===== src/design/ucs_pkg.sv =====
// Shared types, constants and needle encoding for the UTF-8 character search block.
package ucs_pkg;

  localparam int MAX_NEEDLE_BYTES = 6;
  localparam int WIN_DEPTH        = MAX_NEEDLE_BYTES - 1;
  localparam int ENC_BYTES        = 6;
  localparam int LEN_W            = 3;
  localparam int DATA_W           = 32;
  localparam int CHAR_W           = 31;
  localparam int INDEX_W          = 2;

  localparam logic [INDEX_W-1:0] CFG_SEARCH_CHAR  = 2'd0;
  localparam logic [INDEX_W-1:0] CFG_SEARCH_LIMIT = 2'd1;
  localparam logic [INDEX_W-1:0] CFG_UNLIMITED    = 2'd2;

  typedef enum logic [1:0] {
    ST_SEARCH    = 2'd0,
    ST_FOUND     = 2'd1,
    ST_NOT_FOUND = 2'd2
  } status_t;

  typedef struct packed {
    logic [7:0] text_byte;
    logic       new_text;
  } in_item_t;

  typedef struct packed {
    status_t     status;
    logic [31:0] match_offset;
  } out_item_t;

  // Needle kept last byte first: rev[0] is the byte that completes a match.
  typedef struct packed {
    logic [ENC_BYTES-1:0][7:0] rev;
    logic [LEN_W-1:0]          len;
    logic [7:0]                lead;
    logic                      empty;
  } needle_t;

  function automatic needle_t encode_needle(input logic [CHAR_W-1:0] cp);
    needle_t          nd;
    logic [7:0]       lead_mark;
    logic [LEN_W-1:0] n;
    logic [35:0]      cpx;
    cpx = {5'b0, cp};
    priority if (cp < 31'h80) begin
      n = 3'd1; lead_mark = 8'h00;
    end else if (cp < 31'h800) begin
      n = 3'd2; lead_mark = 8'hc0;
    end else if (cp < 31'h10000) begin
      n = 3'd3; lead_mark = 8'he0;
    end else if (cp < 31'h200000) begin
      n = 3'd4; lead_mark = 8'hf0;
    end else if (cp < 31'h4000000) begin
      n = 3'd5; lead_mark = 8'hf8;
    end else begin
      n = 3'd6; lead_mark = 8'hfc;
    end
    for (int j = 0; j < ENC_BYTES; j++) begin
      if (LEN_W'(j) < n - 3'd1) begin
        nd.rev[j] = {2'b10, cpx[6*j +: 6]};
      end else if (LEN_W'(j) == n - 3'd1) begin
        nd.rev[j] = 8'(cpx >> (6 * j)) | lead_mark;
      end else begin
        nd.rev[j] = 8'h00;
      end
    end
    nd.len   = n;
    nd.lead  = nd.rev[n - 3'd1];
    nd.empty = (cp == '0);
    return nd;
  endfunction

endpackage


===== src/design/ucs_step.sv =====
// Search state (byte window, position, end flag) and the per-byte compare and update.
module ucs_step
  import ucs_pkg::*;
(
  input  logic              clk,
  input  logic              rst,
  input  logic              step,
  input  in_item_t          item,
  input  needle_t           needle,
  input  logic [DATA_W-1:0] search_limit,
  input  logic              unlimited,
  output out_item_t         result
);

  logic [WIN_DEPTH-1:0][7:0] recent, recent_next, eff_recent;
  logic [31:0]               byte_position, byte_position_next, eff_pos;
  logic                      search_over, search_over_next, eff_over;

  logic limited, fits, hit_limit, match, too_late, ended, advance;

  always_comb begin
    // A new text clears the window and position before this byte is looked at.
    eff_over   = item.new_text ? 1'b0 : search_over;
    eff_pos    = item.new_text ? '0 : byte_position;
    eff_recent = item.new_text ? '0 : recent;

    limited   = !unlimited;
    fits      = needle.len <= LEN_W'(MAX_NEEDLE_BYTES);
    hit_limit = limited && (eff_pos >= search_limit);

    match = fits && (eff_pos >= 32'(needle.len - 3'd1))
            && (item.text_byte == needle.rev[0]);
    for (int k = 0; k < WIN_DEPTH; k++) begin
      if ((LEN_W'(k + 1) < needle.len) && (eff_recent[k] != needle.rev[k + 1])) begin
        match = 1'b0;
      end
    end

    too_late = fits && limited && (item.text_byte == needle.lead)
               && (({1'b0, eff_pos} + 33'(needle.len)) > {1'b0, search_limit});

    result.status       = ST_SEARCH;
    result.match_offset = '0;
    ended               = 1'b0;
    advance             = 1'b0;
    priority if (eff_over) begin
      ended = 1'b0;
    end else if (needle.empty) begin
      result.status = ST_FOUND;
      ended         = 1'b1;
    end else if (hit_limit || (item.text_byte == 8'h00)) begin
      result.status = ST_NOT_FOUND;
      ended         = 1'b1;
    end else if (match) begin
      result.status       = ST_FOUND;
      result.match_offset = eff_pos - 32'(needle.len - 3'd1);
      ended               = 1'b1;
    end else if (too_late) begin
      result.status = ST_NOT_FOUND;
      ended         = 1'b1;
    end else begin
      advance = 1'b1;
    end

    search_over_next   = eff_over | ended;
    byte_position_next = eff_pos;
    recent_next        = eff_recent;
    if (advance) begin
      recent_next = {eff_recent[WIN_DEPTH-2:0], item.text_byte};
      if (eff_pos != '1) begin
        byte_position_next = eff_pos + 32'd1;
      end
    end
  end

  always_ff @(posedge clk) begin
    if (rst) begin
      recent        <= '0;
      byte_position <= '0;
      search_over   <= 1'b1;
    end else if (step) begin
      recent        <= recent_next;
      byte_position <= byte_position_next;
      search_over   <= search_over_next;
    end
  end

endmodule


===== src/design/utf8_char_search_unit.sv =====
// Top level of the UTF-8 character search block: configuration, input and result stages.
//
// Usage:
//   Program search_char (index 0), search_limit (index 1) and unlimited (index 2)
//   through the write port while no transaction is in flight. The code point is
//   encoded to its UTF-8 form (1 to 6 bytes) at the write, so the needle is ready
//   for the next text byte.
//   Text bytes enter on the text channel, one transaction per byte; new_text marks
//   the first byte of a text. Every text transaction yields exactly one result
//   transaction: status searching/idle, found with the match start offset, or not
//   found. After found or not found, bytes return the idle status until new_text.
//   The byte waits in the input register and the compare loads the result register.
//   Throughput: one byte per cycle while the result is not stalled, set by the
//   single compare stage between the input and result registers.
//   Reset: registers return to search_char 0, search_limit 0, unlimited 1; the
//   search waits for a new text; both pipeline stages empty.
//   Stall: while result_ready is low the result holds; one more byte is taken into
//   the input register, then text_ready drops until the result moves.
module utf8_char_search_unit
  import ucs_pkg::*;
(
  input  logic               clk,
  input  logic               rst,
  input  logic               text_valid,
  output logic               text_ready,
  input  in_item_t           text,
  output logic               result_valid,
  input  logic               result_ready,
  output out_item_t          result,
  input  logic               cfg_write_en,
  input  logic [INDEX_W-1:0] cfg_index,
  input  logic [DATA_W-1:0]  cfg_data
);

  // Configuration: the needle is stored already encoded.
  needle_t           needle;
  logic [DATA_W-1:0] search_limit;
  logic              unlimited;

  always_ff @(posedge clk) begin
    if (rst) begin
      needle       <= encode_needle('0);
      search_limit <= '0;
      unlimited    <= 1'b1;
    end else if (cfg_write_en) begin
      unique case (cfg_index)
        CFG_SEARCH_CHAR:  needle       <= encode_needle(cfg_data[CHAR_W-1:0]);
        CFG_SEARCH_LIMIT: search_limit <= cfg_data;
        CFG_UNLIMITED:    unlimited    <= cfg_data[0];
        default:          ;  // drop writes beyond the register list
      endcase
    end
  end

  // Input register and result register; the step fires when a byte moves
  // from the first into the second.
  logic      s1_valid;
  in_item_t  s1_item;
  logic      out_load;
  logic      step;
  out_item_t step_result;

  assign out_load   = !result_valid || result_ready;
  assign step       = s1_valid && out_load;
  assign text_ready = !s1_valid || out_load;

  always_ff @(posedge clk) begin
    if (rst) begin
      s1_valid <= 1'b0;
    end else if (text_ready) begin
      s1_valid <= text_valid;
    end
  end

  always_ff @(posedge clk) begin
    if (text_valid && text_ready) begin
      s1_item <= text;
    end
  end

  ucs_step u_step (
    .clk          (clk),
    .rst          (rst),
    .step         (step),
    .item         (s1_item),
    .needle       (needle),
    .search_limit (search_limit),
    .unlimited    (unlimited),
    .result       (step_result)
  );

  // Hold the result while the receiver stalls; advance otherwise.
  always_ff @(posedge clk) begin
    if (rst) begin
      result_valid <= 1'b0;
    end else if (out_load) begin
      result_valid <= s1_valid;
    end
  end

  always_ff @(posedge clk) begin
    if (step) begin
      result <= step_result;
    end
  end

endmodule


===== config.mk =====
export PLATFORM = sky130hd
export DESIGN_NAME = utf8_char_search_unit
export DESIGN_NICKNAME = d
export VERILOG_FILES = /design/src/design/ucs_pkg.sv /design/src/design/ucs_step.sv /design/src/design/utf8_char_search_unit.sv
export SDC_FILE = /design/constraint.sdc
export NUM_CORES = 1
export LEC_CHECK = 0
export BUFFER_PORTS_ARGS = -buffer_cell sky130_fd_sc_hd__buf_2
export CORE_MARGIN = 2
export CORE_UTILIZATION = 40
export CTS_CLUSTER_SIZE = 25
export DETAILED_ROUTE_END_ITERATION = 7
export HOLD_SLACK_MARGIN = 0.12
export PLACE_DENSITY_LB_ADDON = 0.05
export RECOVER_POWER = 50
export SYNTH_ARGS = -nofsm -noshare
export SYNTH_HDL_FRONTEND = slang
export SYNTH_HIERARCHICAL = 1
export SYNTH_SLANG_ARGS = --single-unit
export TNS_END_PERCENT = 10

===== constraint.sdc =====
create_clock -name clk -period 5.6 [get_ports clk]
set_input_delay 0.56 -clock clk [delete_from_list [all_inputs] [get_ports clk]]
set_output_delay 0.56 -clock clk [all_outputs]
set_load 0.005 [all_outputs]

-- Word-level counts from Yosys, hierarchy flattened
Index checks and enable logic that the tools add are counted.
- bits in registers: 211
- bits of input ports: 48
- output and inout bits: 36
- logic and storage cells: 175
- $add $sub $neg: 5
- order comparisons: 21
- eq/ne operators: 15
- mux-type cells: 73
- bitwise operators: 8
- reductions and logical operators: 28
- operators by type and width (kind ; count):
    8-bit two-way mux ; 35
    32-bit two-way mux ; 3
    40-bit two-way mux ; 2
    32-bit greater-or-equal comparator ; 2
    8-bit inequality test ; 5
    32-bit by 3-bit adder with 33-bit output ; 1
    33-bit by 32-bit greater-than comparator with 1-bit output ; 1
    32-bit by 1-bit adder with 32-bit output (second input constant) ; 1
    32-bit inequality test (second input constant) ; 1
    8-bit OR ; 4
    32-bit subtractor ; 1
    31-bit logical NOT ; 1
    31-bit by 12-bit < comparator with 1-bit output (second input constant) ; 1
    31-bit by 17-bit < comparator with 1-bit output (second input constant) ; 1
    31-bit by 22-bit < comparator with 1-bit output (second input constant) ; 1
    31-bit by 27-bit < comparator with 1-bit output (second input constant) ; 1
    31-bit by 8-bit < comparator with 1-bit output (second input constant) ; 1
    8-bit binary-select mux with 3-bit select ; 1
    3-bit two-way mux ; 7
    1-bit two-way mux ; 17
    8-bit == test ; 2
    1-bit logical AND ; 13
    2-bit by 3-bit < comparator with 1-bit output (first input constant) ; 4
    3-bit < comparator (first input constant) ; 4
    other kinds (26) ; 40

-- Longest topological paths before layout
Gate-level depths: netlist (run 1).
- word-level depth: 18
- mapped depth: 29
- depth with buffers taken out: 22

-- Cells and area by module
Netlist (run 1), hierarchy kept.
- by module, submodules not included (module ; instances ; cells each ; area an instance (um^2)):
    ucs_step ; 1 ; 1218 ; 8763.4
    utf8_char_search_unit ; 1 ; 585 ; 5500.3

-- Worst setup path after synthesis (run 1)
Ideal clock, no wire load.
- kind: register to register
- start point: register s1_item[0] (netlist name)
- end point: register u_step.byte_position[27]
- setup time: 0.123 ns
- arrival time: 5.599 ns
- required time: 5.477 ns
- path slack: -0.122 ns
- cell stages (with the launch flop): 29
- path buffers: 6
- clock period less this slack: 5.722 ns
- cells stage by stage: edfxtp_1 buf_2 buf_6 buf_2 buf_1 clkbuf_1 nor2b_1 ha_1 maj3_1 maj3_1 nand3_1 nor4_2 nand3_1 nor2_1 nand3_1 xor2_1 nor2_1 ha_1 nand4_1 nor3_1 and4_1 o21a_1 or4_1 a221oi_2 nand2_1 nor3_2 buf_4 nand4_1 mux2_1
- word-level cells in the longest chain between the ends: 14
- ends and longest elaborated chain (element ; RTL line ; RTL):
    from (decl) ; utf8_char_search_unit.sv:58 ; in_item_t s1_item;
    from (signal assigned) ; utf8_char_search_unit.sv:77 ; s1_item <= text;
    parallel branches: the longest is 13 deep, another holds 32-bit by 3-bit adder with 33-bit output ; -- ;
    32-bit two-way mux * ; ucs_step.sv:68 ; if (advance) begin
    to (signal assigned) ; ucs_step.sv:83 ; byte_position <= byte_position_next;
    to (decl) ; ucs_step.sv:16 ; logic [31:0] byte_position, byte_position_next, eff_pos;
Mark *: on every way between the ends.
A chain may end at the register's enable or synchronous reset.

-- Worst setup path after layout (run 1)
- start point: register s1_item[0] (netlist name)
- end point: register u_step/recent[4] (netlist name)
- word-level cells in the longest chain between the ends: 14
- ends and longest elaborated chain (element ; RTL line ; RTL):
    parallel branches: the longest is 13 deep, another holds 32-bit by 3-bit adder with 33-bit output ; -- ;
    40-bit two-way mux * ; ucs_step.sv:68 ;
    to (signal assigned) ; ucs_step.sv:82 ; recent <= recent_next;
    to (decl) ; ucs_step.sv:15 ; logic [WIN_DEPTH-1:0][7:0] recent, recent_next, eff_recent;
Marked as above.

==> flow_summary_export.csv, run 1 <==
group,metric,value,unit
run_status,status,"finished, violations left",
run_status,violations,"max-capacitance violations, max-slew violations",
finish,ff_latch_area,0.00463,mm²
grt,busiest_layer,"met2",
logic_synthesis,synthSimpleGateAreaFrac,25.6,%
timing,setup_tns,0,ns
placement,dp_hpwl,38400,µm
cts,cts_sinks,210,
cts,insertion_delay,0.55,ns
route,dr.pass1.iters,5,
grt,grt_remaining_overflow,0,
setup_path,critPathLaunchType,"flip-flop",
logic_synthesis,syn_inst,1803,
floorplan,core,0.0353,mm²
cts,cts_made_buffers,26,
pwr,total_power,3.81,mW
floorplan,die-area,0.0372,mm²
logic_synthesis,synth_top_area_share,23.4,%
timing,finClkSkew,0.0303,ns
job,drv_cap,2,
cts,cts_tree,"done",
logic_synthesis,async_flop_share,0,%
logic_synthesis,ys_seq_area_share,32.5,%
logic_synthesis,post-synth-top-count-cell,"nand2_1",
floorplan,start_util,40.4,%
setup_path,critPathMaxStageDelay,0.53,ns
placement,dp_slack,-0.0607,ns
finish,fin_area,0.0164,mm²
floorplan,die_h,193,µm
route,routedWlPerCell,21.3,µm
timing,worst_slew_pin_slew,2.74,ns
finish,final_nets,2044,
floorplan,rows,69,
logic_synthesis,syn-cell-area,0.0143,mm²
logic_synthesis,avgSynthCellArea,7.91,µm²
logic_synthesis,synth_enable_flop_cells,43,
timing,max_slew_margin,-82.9,%
logic_synthesis,synth-warning-count,6,
setup_path,cp_top_family,"simple AND/OR/NAND/NOR gates",
cts,htree_levels,1,
grt,grt_util_met3,2.87,%
timing,min_period_over_period,96.9,%
timing,drv_slew,89,
grt,grt_pass1_vias,12800,
setup_path,crit_path_frequent_cell,"buf_4",
setup_path,slowest_stage,"or4_4",
logic_synthesis,ys_top_cells_by_count,"243 x nand2_1, 192 x nor2_1, 167 x dfxtp_1",
finish,area_delta_synth_final,15.2,%
placement,portBuffers,83,
pwr,cellLeakagePower,6.19,nW
cts,holdBufCountCts,0,
floorplan,die_x,193,µm
grt,use_met1,35.0,%
route,route.vias.total,13800,
cts,path_clk_slew,0.06,ns
logic_synthesis,ys_seq_elements,210,
setup_path,path_class,"reg -> reg",
logic_synthesis,synth_mux_area_share,1.06,%
grt,use_met2,45.9,%
logic_synthesis,synth_cell_type_count,96,
grt,grt_pass1_wl,76500,µm
floorplan,io_pins,84,
placement,postPlaceCellArea,0.0154,mm²
cts,max-clock-path-buffers,3,
finish,antennaDiodeCount,0,
setup_path,cp-end-kind,"flip-flop",
pwr,ir_drop,0.233,mV
logic_synthesis,synth_xor_xnor_area_share,6.18,%
setup_path,crit_arrival,5.87,ns
logic_synthesis,synth_compound_area_share,21.0,%
setup_path,path_buf_inv,6,
grt,grt_antenna_before_repair,0,
route,antenna_left,0,
setup_path,cp_max_fo,38,
timing,worst_slack,0.175,ns
route,totalWireLength,50600,µm
finish,drive_above_1_share,12.0,%
route,drc,0,
route,viasPerCell,5.79,
cts,clock-root-buffer,"clkbuf_16",
finish,multi_input_area,0.00905,mm²
logic_synthesis,synth_top_family_by_area,"simple AND/OR/NAND/NOR gates",
logic_synthesis,synth_ff_type,"dfxtp_1",
timing,clock.fmax,184,MHz
grt,grt_max_degree,86,
timing,hold_violations,0,
logic_synthesis,synth-adder-area-share,8.75,%
logic_synthesis,synth_top_area_cell,"dfxtp_1",
setup_path,cp.required,6.04,ns
setup_path,critical_path.cell_chain,"buf_4, buf_4, nand3b_1, or3_4, or3_4, or2_1, buf_4, nor2_1, xor2_1, ha_1, nand4_1, nor3_1, and4_1, o21a_1, or4_4, a221oi_4, buf_4, nand3_4, nor2_4, buf_12, clkbuf_16, nand2_1, a21oi_1",
finish,fillers,3594,
hold_path,hold_class,"in -> reg",
timing,setup_viol,0,
timing,min_period,5.43,ns
logic_synthesis,ys_top_cells_by_area,"dfxtp_1 23%, edfxtp_1 9.1%, ha_1 8.2%",
route,drtIter0Drc,1030,
grt,grtUsageTotal,27.0,%
pwr,powerDensity,232,mW/mm²
placement,gp_congestion,0.914,
-- layer usage --
| metal | part of all wire (%) | vias to the layer above | wire, µm |
|---|---|---|---|
| li1 | - | 6699 | - |
| met1 | 44 | 6554 | 22100 |
| met2 | 48 | 438 | 24200 |
| met3 | 5.0 | 93 | 2520 |
| met4 | 3.5 | 0 | 1780 |
| met5 | 0 | - | 0 |
-- registers in the layout, summed over array words and instances (netlist names) --
name / cells
needle: 59
result: 34
result_valid: 1
s1_item: 9
s1_valid: 1
search_limit: 32
u_step/byte_position: 32
u_step/recent: 40
u_step/search_over: 1
unlimited: 1
-- through the flow --
| stage | utilization, % | instances | hold slack [ns] |
|---|---|---|---|
| floorplan | - | 1804 | 0.436 |
| global placement | 43.6 | 2322 | 0.445 |
| detailed placement | 43.6 | 2322 | 0.447 |
| CTS | 46.2 | 2370 | 0.156 |
| global route | 46.5 | 2382 | 0.168 |
| finish | 46.5 | 2382 | 0.181 |
-- placed cells by master, fill, tap and decap left out, types with 27 or more instances in the layout --
cell type / n
a21o_1: 31
nor2b_1: 38
o21ai_0: 83
edfxtp_1: 43
nand4_1: 29
xor2_1: 36
a21oi_1: 145
xnor2_1: 61
buf_4: 66
buf_2: 44
a211oi_1: 27
ha_1: 94
nor2_1: 191
clkbuf_1: 47
a31oi_1: 36
nor3_1: 34
nand3_1: 75
nand2_1: 242
dfxtp_1: 167
clkbuf_16: 30
inv_1: 69
-- final cells by class --
type | count | area share [%]
multi-input combinational | 1427 | 55.1
sequential | 210 | 28.2
timing repair buffer | 161 | 6.18
clock buffer | 34 | 4.65
tap | 461 | 3.51
inverter | 75 | 1.71
clock inverter | 14 | 0.640
-- worst paths after layout --
| path | startpoint | end | slack (ns) | cells past startpoint |
|---|---|---|---|---|
| worst max register to register | s1_item[0] | u_step/recent[4] | 0.17 | 23 |
| worst max-delay path | s1_item[0] | u_step/recent[4] | 0.17 | 23 |
| worst min-delay path | text[2] | s1_item[2] | 0.18 | 1 |
| worst min register to register | search_limit[20] | search_limit[20] | 0.45 | 2 |
-- worst register-to-register path, cell delays in order (launching register included) --
cell and delay, ns:
edfxtp_1 0.48, buf_4 0.19, buf_4 0.17, nand3b_1 0.21, or3_4 0.40, or3_4 0.41
or2_1 0.26, buf_4 0.17, nor2_1 0.12, xor2_1 0.17, ha_1 0.26, nand4_1 0.13
nor3_1 0.09, and4_1 0.21, o21a_1 0.12, or4_4 0.53, a221oi_4 0.25, buf_4 0.19
nand3_4 0.13, nor2_4 0.28, buf_12 0.14, clkbuf_16 0.21, nand2_1 0.08, a21oi_1 0.13
-- power breakdown --
part	total, mW	internal (mW)	switching, mW
clock network	1.70	1.01	0.698
logic	0.497	0.184	0.313
registers	1.61	1.58	0.0329
total	3.81	2.77	1.04
-- kinds of logic after synthesis --
logic type | Yosys count
XOR/XNOR | 99
buffers and inverters | 168
flip-flops | 210
adder cells (fa/ha/maj) | 100
AND/OR/NAND/NOR | 752
multiplexers | 14
AO/OA/AOI/OAI | 459
other | 1
-- repair_timing --
| item | CTS | global route |
|---|---|---|
| gates resized for setup | 3 | 14 |
| buffers inserted | 0 | 9 |
| cloned | 0 | 3 |
| pin swaps | 0 | 7 |
| endpoints found under the setup margin | 7 | 73 |
No activity file was read; power rests on OpenSTA's default activity.
==> inputs of run 2 (changes only) <==
- SETUP_SLACK_MARGIN: unset -> 0.3
==> run 2 against run 1 <==
Effect of this change: the run still ends with max-capacitance violations, max-slew violations left; critical path depth is 1 higher; utilization is 0.79 points higher; die area stayed put; clock-buffer cell count is 7 higher; cell area is 1.7% higher; critical path type unchanged; largest cell class unchanged; highest routed layer unchanged.
==> flow_summary_export.csv, run 2 (synthesized netlist as in run 1, its figures left out) <==
group,metric,value,unit
finish,antennaDiodeCount,0,
route,drtIter0Drc,1055,
timing,max_slew_margin,-117,%
finish,largest_reg_flops,59,
floorplan,die_x,193,µm
placement,dp_hpwl,38200,µm
setup_path,cp_top_family,"simple AND/OR/NAND/NOR gates",
placement,portBuffers,83,
floorplan,core,0.0353,mm²
timing,worst_slew_pin_slew,3.25,ns
floorplan,start_util,40.4,%
route,wl_met1,22200,µm
floorplan,die-area,0.0372,mm²
finish,area_delta_synth_final,17.1,%
placement,postPlaceCellArea,0.0154,mm²
floorplan,die_h,193,µm
pwr,p_int,2.78,mW
hold_path,hold_class,"in -> reg",
finish,final_nets,2057,
setup_path,critPathMaxStageDelay,0.55,ns
setup_path,cp_max_fo,6,
finish,regMostFlops,"needle",
route,routed.top_layer,"met4",
cts,max-clock-path-buffers,3,
grt,grt_max_degree,69,
job,drv_cap,3,
route,antenna_left,0,
grt,grt_antenna_before_repair,0,
setup_path,cp-end-kind,"flip-flop",
finish,mostFrequentLayoutCell,"nand2_1",
timing,whs,0.162,ns
timing,setup_tns,0,ns
setup_path,slowest_stage,"or4_4",
floorplan,io_pins,84,
grt,grt_pass1_wl,78200,µm
setup_path,critPathLaunchType,"flip-flop",
timing,rsz0062_at_grt,"yes",
cts,cts_made_buffers,26,
grt,grtUsageTotal,27.4,%
timing,setup_viol,0,
run_status,violations,"max-capacitance violations, max-slew violations",
pwr,seq_power_share,42.2,%
route,route.vias.total,14000,
placement,dp_slack,0.0838,ns
timing,drv_slew,154,
finish,final_cell_mix,"241 x nand2_1, 188 x nor2_1, 167 x dfxtp_1",
setup_path,critical_path.cell_chain,"buf_12, nor2b_4, ha_4, maj3_2, maj3_2, nand3_4, nor4_4, nand3_2, buf_6, nor3_2, buf_4, nand3_1, xnor2_1, ha_2, a211oi_2, nand3_1, or4_4, a221oi_4, nand2_2, nor3_4, buf_4, clkbuf_16, a211oi_1, a31o_2",
grt,grt_remaining_overflow,0,
cts,cts_tree,"done",
cts,path_clk_slew,0.06,ns
pwr,p_comb_share,13.4,%
grt,grt_pass1_vias,13100,
timing,min_period_over_period,95.3,%
pwr,switching_share,27.4,%
floorplan,rows,69,
route,viasPerCell,5.86,
finish,ff_latch_area,0.00463,mm²
route,wl_met3,3100,µm
pwr,cellLeakagePower,6.29,nW
timing,min_period,5.34,ns
route,drc,0,
placement,gp_congestion,0.909,
timing,hold_violations,0,
timing,clock.fmax,187,MHz
cts,clock-root-buffer,"clkbuf_16",
finish,fin_area,0.0167,mm²
timing,worst_slack,0.262,ns
setup_path,path_class,"reg -> reg",
route,met2_length,24500,µm
cts,insertion_delay,0.57,ns
pwr,powerDensity,229,mW/mm²
pwr,power_switching,1.05,mW
run_status,status,"finished, violations left",
timing,finClkSkew,0.0327,ns
finish,drive_above_1_share,13.6,%
pwr,clkPwrFrac,44.5,%
cts,cts_sinks,210,
pwr,ir_drop,0.232,mV
finish,multi_input_area,0.00919,mm²
route,routedWlPerCell,21.7,µm
placement,dp_cells,2320,
setup_path,path_buf_inv,5,
route,totalWireLength,52000,µm
setup_path,cp.required,6.04,ns
setup_path,crit_arrival,5.78,ns
finish,instances_no_fill,2395,
finish,fillers,3596,
route,dr.pass1.iters,5,
cts,htree_levels,1,
finish,reg_top3,"needle (59), u_step/recent (40), result (34)",
run 2: final cells by class:
class	count	area share [%]
multi-input combinational	1426	55.0
sequential	210	27.7
timing repair buffer	175	7.05
clock buffer	41	4.47
tap	461	3.45
inverter	75	1.68
clock inverter	7	0.637
run 2: metal layers:
layer	track usage, %	vias up
met3	3.07	125
met4	9.34	0
met5	0	-
met2	46.6	550
li1	-	6720
met1	36.0	6645
run 2: worst register-to-register path, delay by kind of cell (launching register included):
family / cells / cell delay [ns]
xor+xnor: 1 / 0.16
fa+ha+maj: 4 / 0.75
simple gates: 10 / 2.01
compound gates: 4 / 0.97
buf+inv: 5 / 0.85
flops: 1 / 0.47
run 2: final timing paths:
path               startpoint  depth (start not counted)                       end  slack, ns
max                s1_item[0]                         24  u_step/byte_position[19]       0.26
min                   text[6]                          1                s1_item[6]       0.16
max reg2reg        s1_item[0]                         24  u_step/byte_position[19]       0.26
min reg2reg  search_limit[31]                          2          search_limit[31]       0.45
run 2: power by group through the flow:
| stage | Clock [mW] | Combinational (mW) | Sequential (mW) |
|---|---|---|---|
| floorplan | 0 | 0.332 | 1.63 |
| CTS | 1.74 | 0.501 | 1.61 |
| global placement | 0 | 0.498 | 1.64 |
| global route | 1.79 | 0.560 | 1.62 |
| finish | 1.70 | 0.512 | 1.61 |
| detailed placement | 0 | 0.498 | 1.65 |
run 2: through the flow:
step | power [mW] | util (%)
CTS | 3.85 | 46.4
floorplan | 1.97 | -
detailed placement | 2.14 | 43.7
finish | 3.83 | 47.3
global route | 3.97 | 47.3
global placement | 2.14 | 43.7
run 2: what timing repair did:
| item | 4_1_cts | 5_1_grt |
|---|---|---|
| pin swaps | 8 | 24 |
| hold buffers | 0 | 0 |
| cloned | 0 | 4 |
| setup buffers | 8 | 15 |
| resized for setup | 10 | 38 |
| endpoints found under the setup margin | 47 | 73 |
==> inputs of run 3 (changes only) <==
- PLACE_DENSITY: unset -> 0.59
- PLACE_DENSITY_LB_ADDON: 0.05 -> unset
==> run 3 against run 2 <==
Effect of this change: the run still ends with max-capacitance violations, max-slew violations left; non-clock buffer count down 7; combinational power fell by 2%; clock skew is 0.0042 ns higher; register-to-register slack better by 0.03 ns; clock-buffer cell count is 5 lower; die area unchanged; sequential power about the same; largest cell class unchanged.
==> flow_summary_export.csv, run 3 (synthesized netlist as in run 1, its figures left out) <==
group,metric,value,unit
timing,max_slew_margin,-119,%
cts,cts_made_buffers,25,
grt,grt_max_degree,76,
timing,setup_viol,0,
finish,area_delta_synth_final,16.6,%
timing,min_period,5.31,ns
placement,gp_congestion,0.962,
cts,path_clk_slew,0.07,ns
floorplan,rows,69,
grt,grt_remaining_overflow,0,
route,totalWireLength,50200,µm
cts,htree_levels,1,
route,viasPerCell,5.88,
route,routedWlPerCell,21.1,µm
setup_path,slowest_stage,"or4_4",
setup_path,cp_top_family,"simple AND/OR/NAND/NOR gates",
floorplan,core,0.0353,mm²
finish,fin_area,0.0166,mm²
placement,portBuffers,83,
setup_path,critPathLaunchType,"flip-flop",
timing,worst_slew_pin_slew,3.28,ns
timing,finClkSkew,0.0370,ns
timing,rsz0062_at_grt,"yes",
setup_path,crit_path_frequent_cell,"buf_6",
pwr,power_switching,1.05,mW
timing,drv_slew,154,
cts,cts_sinks,210,
finish,antennaDiodeCount,0,
pwr,switching_share,27.4,%
run_status,status,"finished, violations left",
pwr,clkPwrFrac,44.9,%
cts,holdBufCountCts,0,
setup_path,cp-end-kind,"flip-flop",
route,dr.pass1.iters,6,
floorplan,start_util,40.4,%
setup_path,path_class,"reg -> reg",
setup_path,cp_max_fo,18,
finish,ff_latch_area,0.00463,mm²
pwr,powerDensity,231,mW/mm²
grt,grtUsageTotal,26.5,%
pwr,p_comb_share,13.1,%
floorplan,io_pins,84,
run_status,violations,"max-capacitance violations, max-slew violations",
pwr,seq_power_share,42.0,%
finish,multi_input_area,0.00921,mm²
grt,grt_pass1_wl,76000,µm
route,route.vias.total,14000,
hold_path,hold_class,"in -> reg",
finish,largest_reg_flops,59,
pwr,cellLeakagePower,6.26,nW
finish,reg_top3,"needle (59), u_step/recent (40), result (34)",
floorplan,die_x,193,µm
finish,final_nets,2050,
setup_path,critical_path.cell_chain,"buf_6, buf_6, nand3b_1, or3_4, or3_4, or2_4, nor3_2, xor2_1, ha_1, a21oi_2, o21a_1, nand3_1, or4_4, a221oi_4, buf_6, nand3_4, nor4bb_1, xor2_1, nor2_1",
cts,max-clock-path-buffers,3,
cts,insertion_delay,0.58,ns
setup_path,cp.required,5.91,ns
timing,setup_tns,0,ns
setup_path,critPathMaxStageDelay,0.55,ns
grt,grt_pass1_vias,13300,
job,drv_cap,3,
timing,clock.fmax,188,MHz
floorplan,die_h,193,µm
route,drc,0,
cts,cts_tree,"done",
finish,regMostFlops,"needle",
setup_path,path_buf_inv,3,
pwr,p_int,2.79,mW
timing,hold_violations,0,
placement,dp_hpwl,36800,µm
route,antenna_left,0,
setup_path,crit_arrival,5.62,ns
route,drtIter0Drc,1155,
finish,mostFrequentLayoutCell,"nand2_1",
timing,min_period_over_period,94.7,%
grt,grt_antenna_before_repair,0,
finish,final_cell_mix,"242 x nand2_1, 189 x nor2_1, 167 x dfxtp_1",
cts,clock-root-buffer,"clkbuf_16",
placement,postPlaceCellArea,0.0154,mm²
finish,drive_above_1_share,13.6,%
floorplan,die-area,0.0372,mm²
pwr,ir_drop,0.247,mV
finish,fillers,3549,
==> run 3: cell count changes in the layout (fill, tap and decap cells not counted), sizes merged <==
cell	previous run	this run
buf	132	125
bufbuf	0	1
clkbuf	84	78
clkinv	7	6
clkinvlp	0	1
inv	73	74
nand3	78	79
==> run 3: power by group through the flow <==
stage	sequential, mW	combinational, mW	clock (mW)
after detailed placement	1.65	0.493	0
after floorplan	1.63	0.332	0
final	1.61	0.504	1.72
after CTS	1.61	0.498	1.75
after global routing	1.62	0.548	1.81
after global placement	1.64	0.490	0
==> run 3: metal layers <==
layer / vias to the layer above / wire length, µm / GRT usage, % / share of wire (%)
li1: 6686 / - / - / -
met1: 6675 / 21700 / 35.0 / 43
met2: 556 / 23600 / 44.7 / 47
met3: 103 / 3090 / 2.96 / 6.1
met4: 0 / 1840 / 8.87 / 3.7
met5: - / 0 / 0 / 0
==> run 3: path summary, 6_finish.rpt <==
path                     from                       end  slack (ns)  cells past startpoint
max reg2reg        s1_item[0]  u_step/byte_position[24]        0.29                     19
max                s1_item[0]  u_step/byte_position[24]        0.29                     19
min                   text[6]                s1_item[6]        0.16                      1
min reg2reg  search_limit[24]          search_limit[24]        0.45                      2
==> run 3: layout make-up <==
| cell class | count | share of cell area [%] |
|---|---|---|
| Multi-Input combinational cell | 1427 | 55.4 |
| Sequential cell | 210 | 27.9 |
| Timing Repair Buffer | 168 | 6.48 |
| Clock buffer | 36 | 4.50 |
| Tap cell | 461 | 3.47 |
| Inverter | 75 | 1.69 |
| Clock inverter | 8 | 0.647 |
==> run 3: per-stage QoR <==
stage / power, mW / util (%) / cells / setup slack [ns] / hold slack, ns
floorplan: 1.97 / - / 1804 / 0.291 / 0.436
global placement: 2.13 / 43.6 / 2316 / 0.227 / 0.443
detailed placement: 2.14 / 43.6 / 2316 / 0.108 / 0.448
CTS: 3.86 / 46.4 / 2367 / 0.308 / 0.142
global route: 3.98 / 47.1 / 2385 / 0.0742 / 0.145
finish: 3.84 / 47.1 / 2385 / 0.294 / 0.155
==> run 3: timing repair <==
action,in CTS,in global routing
endpoints found under the hold margin,0,0
pin swaps,7,29
endpoints found under the setup margin,64,73
cloned,1,2
buffers inserted,6,16
resized for setup,13,35
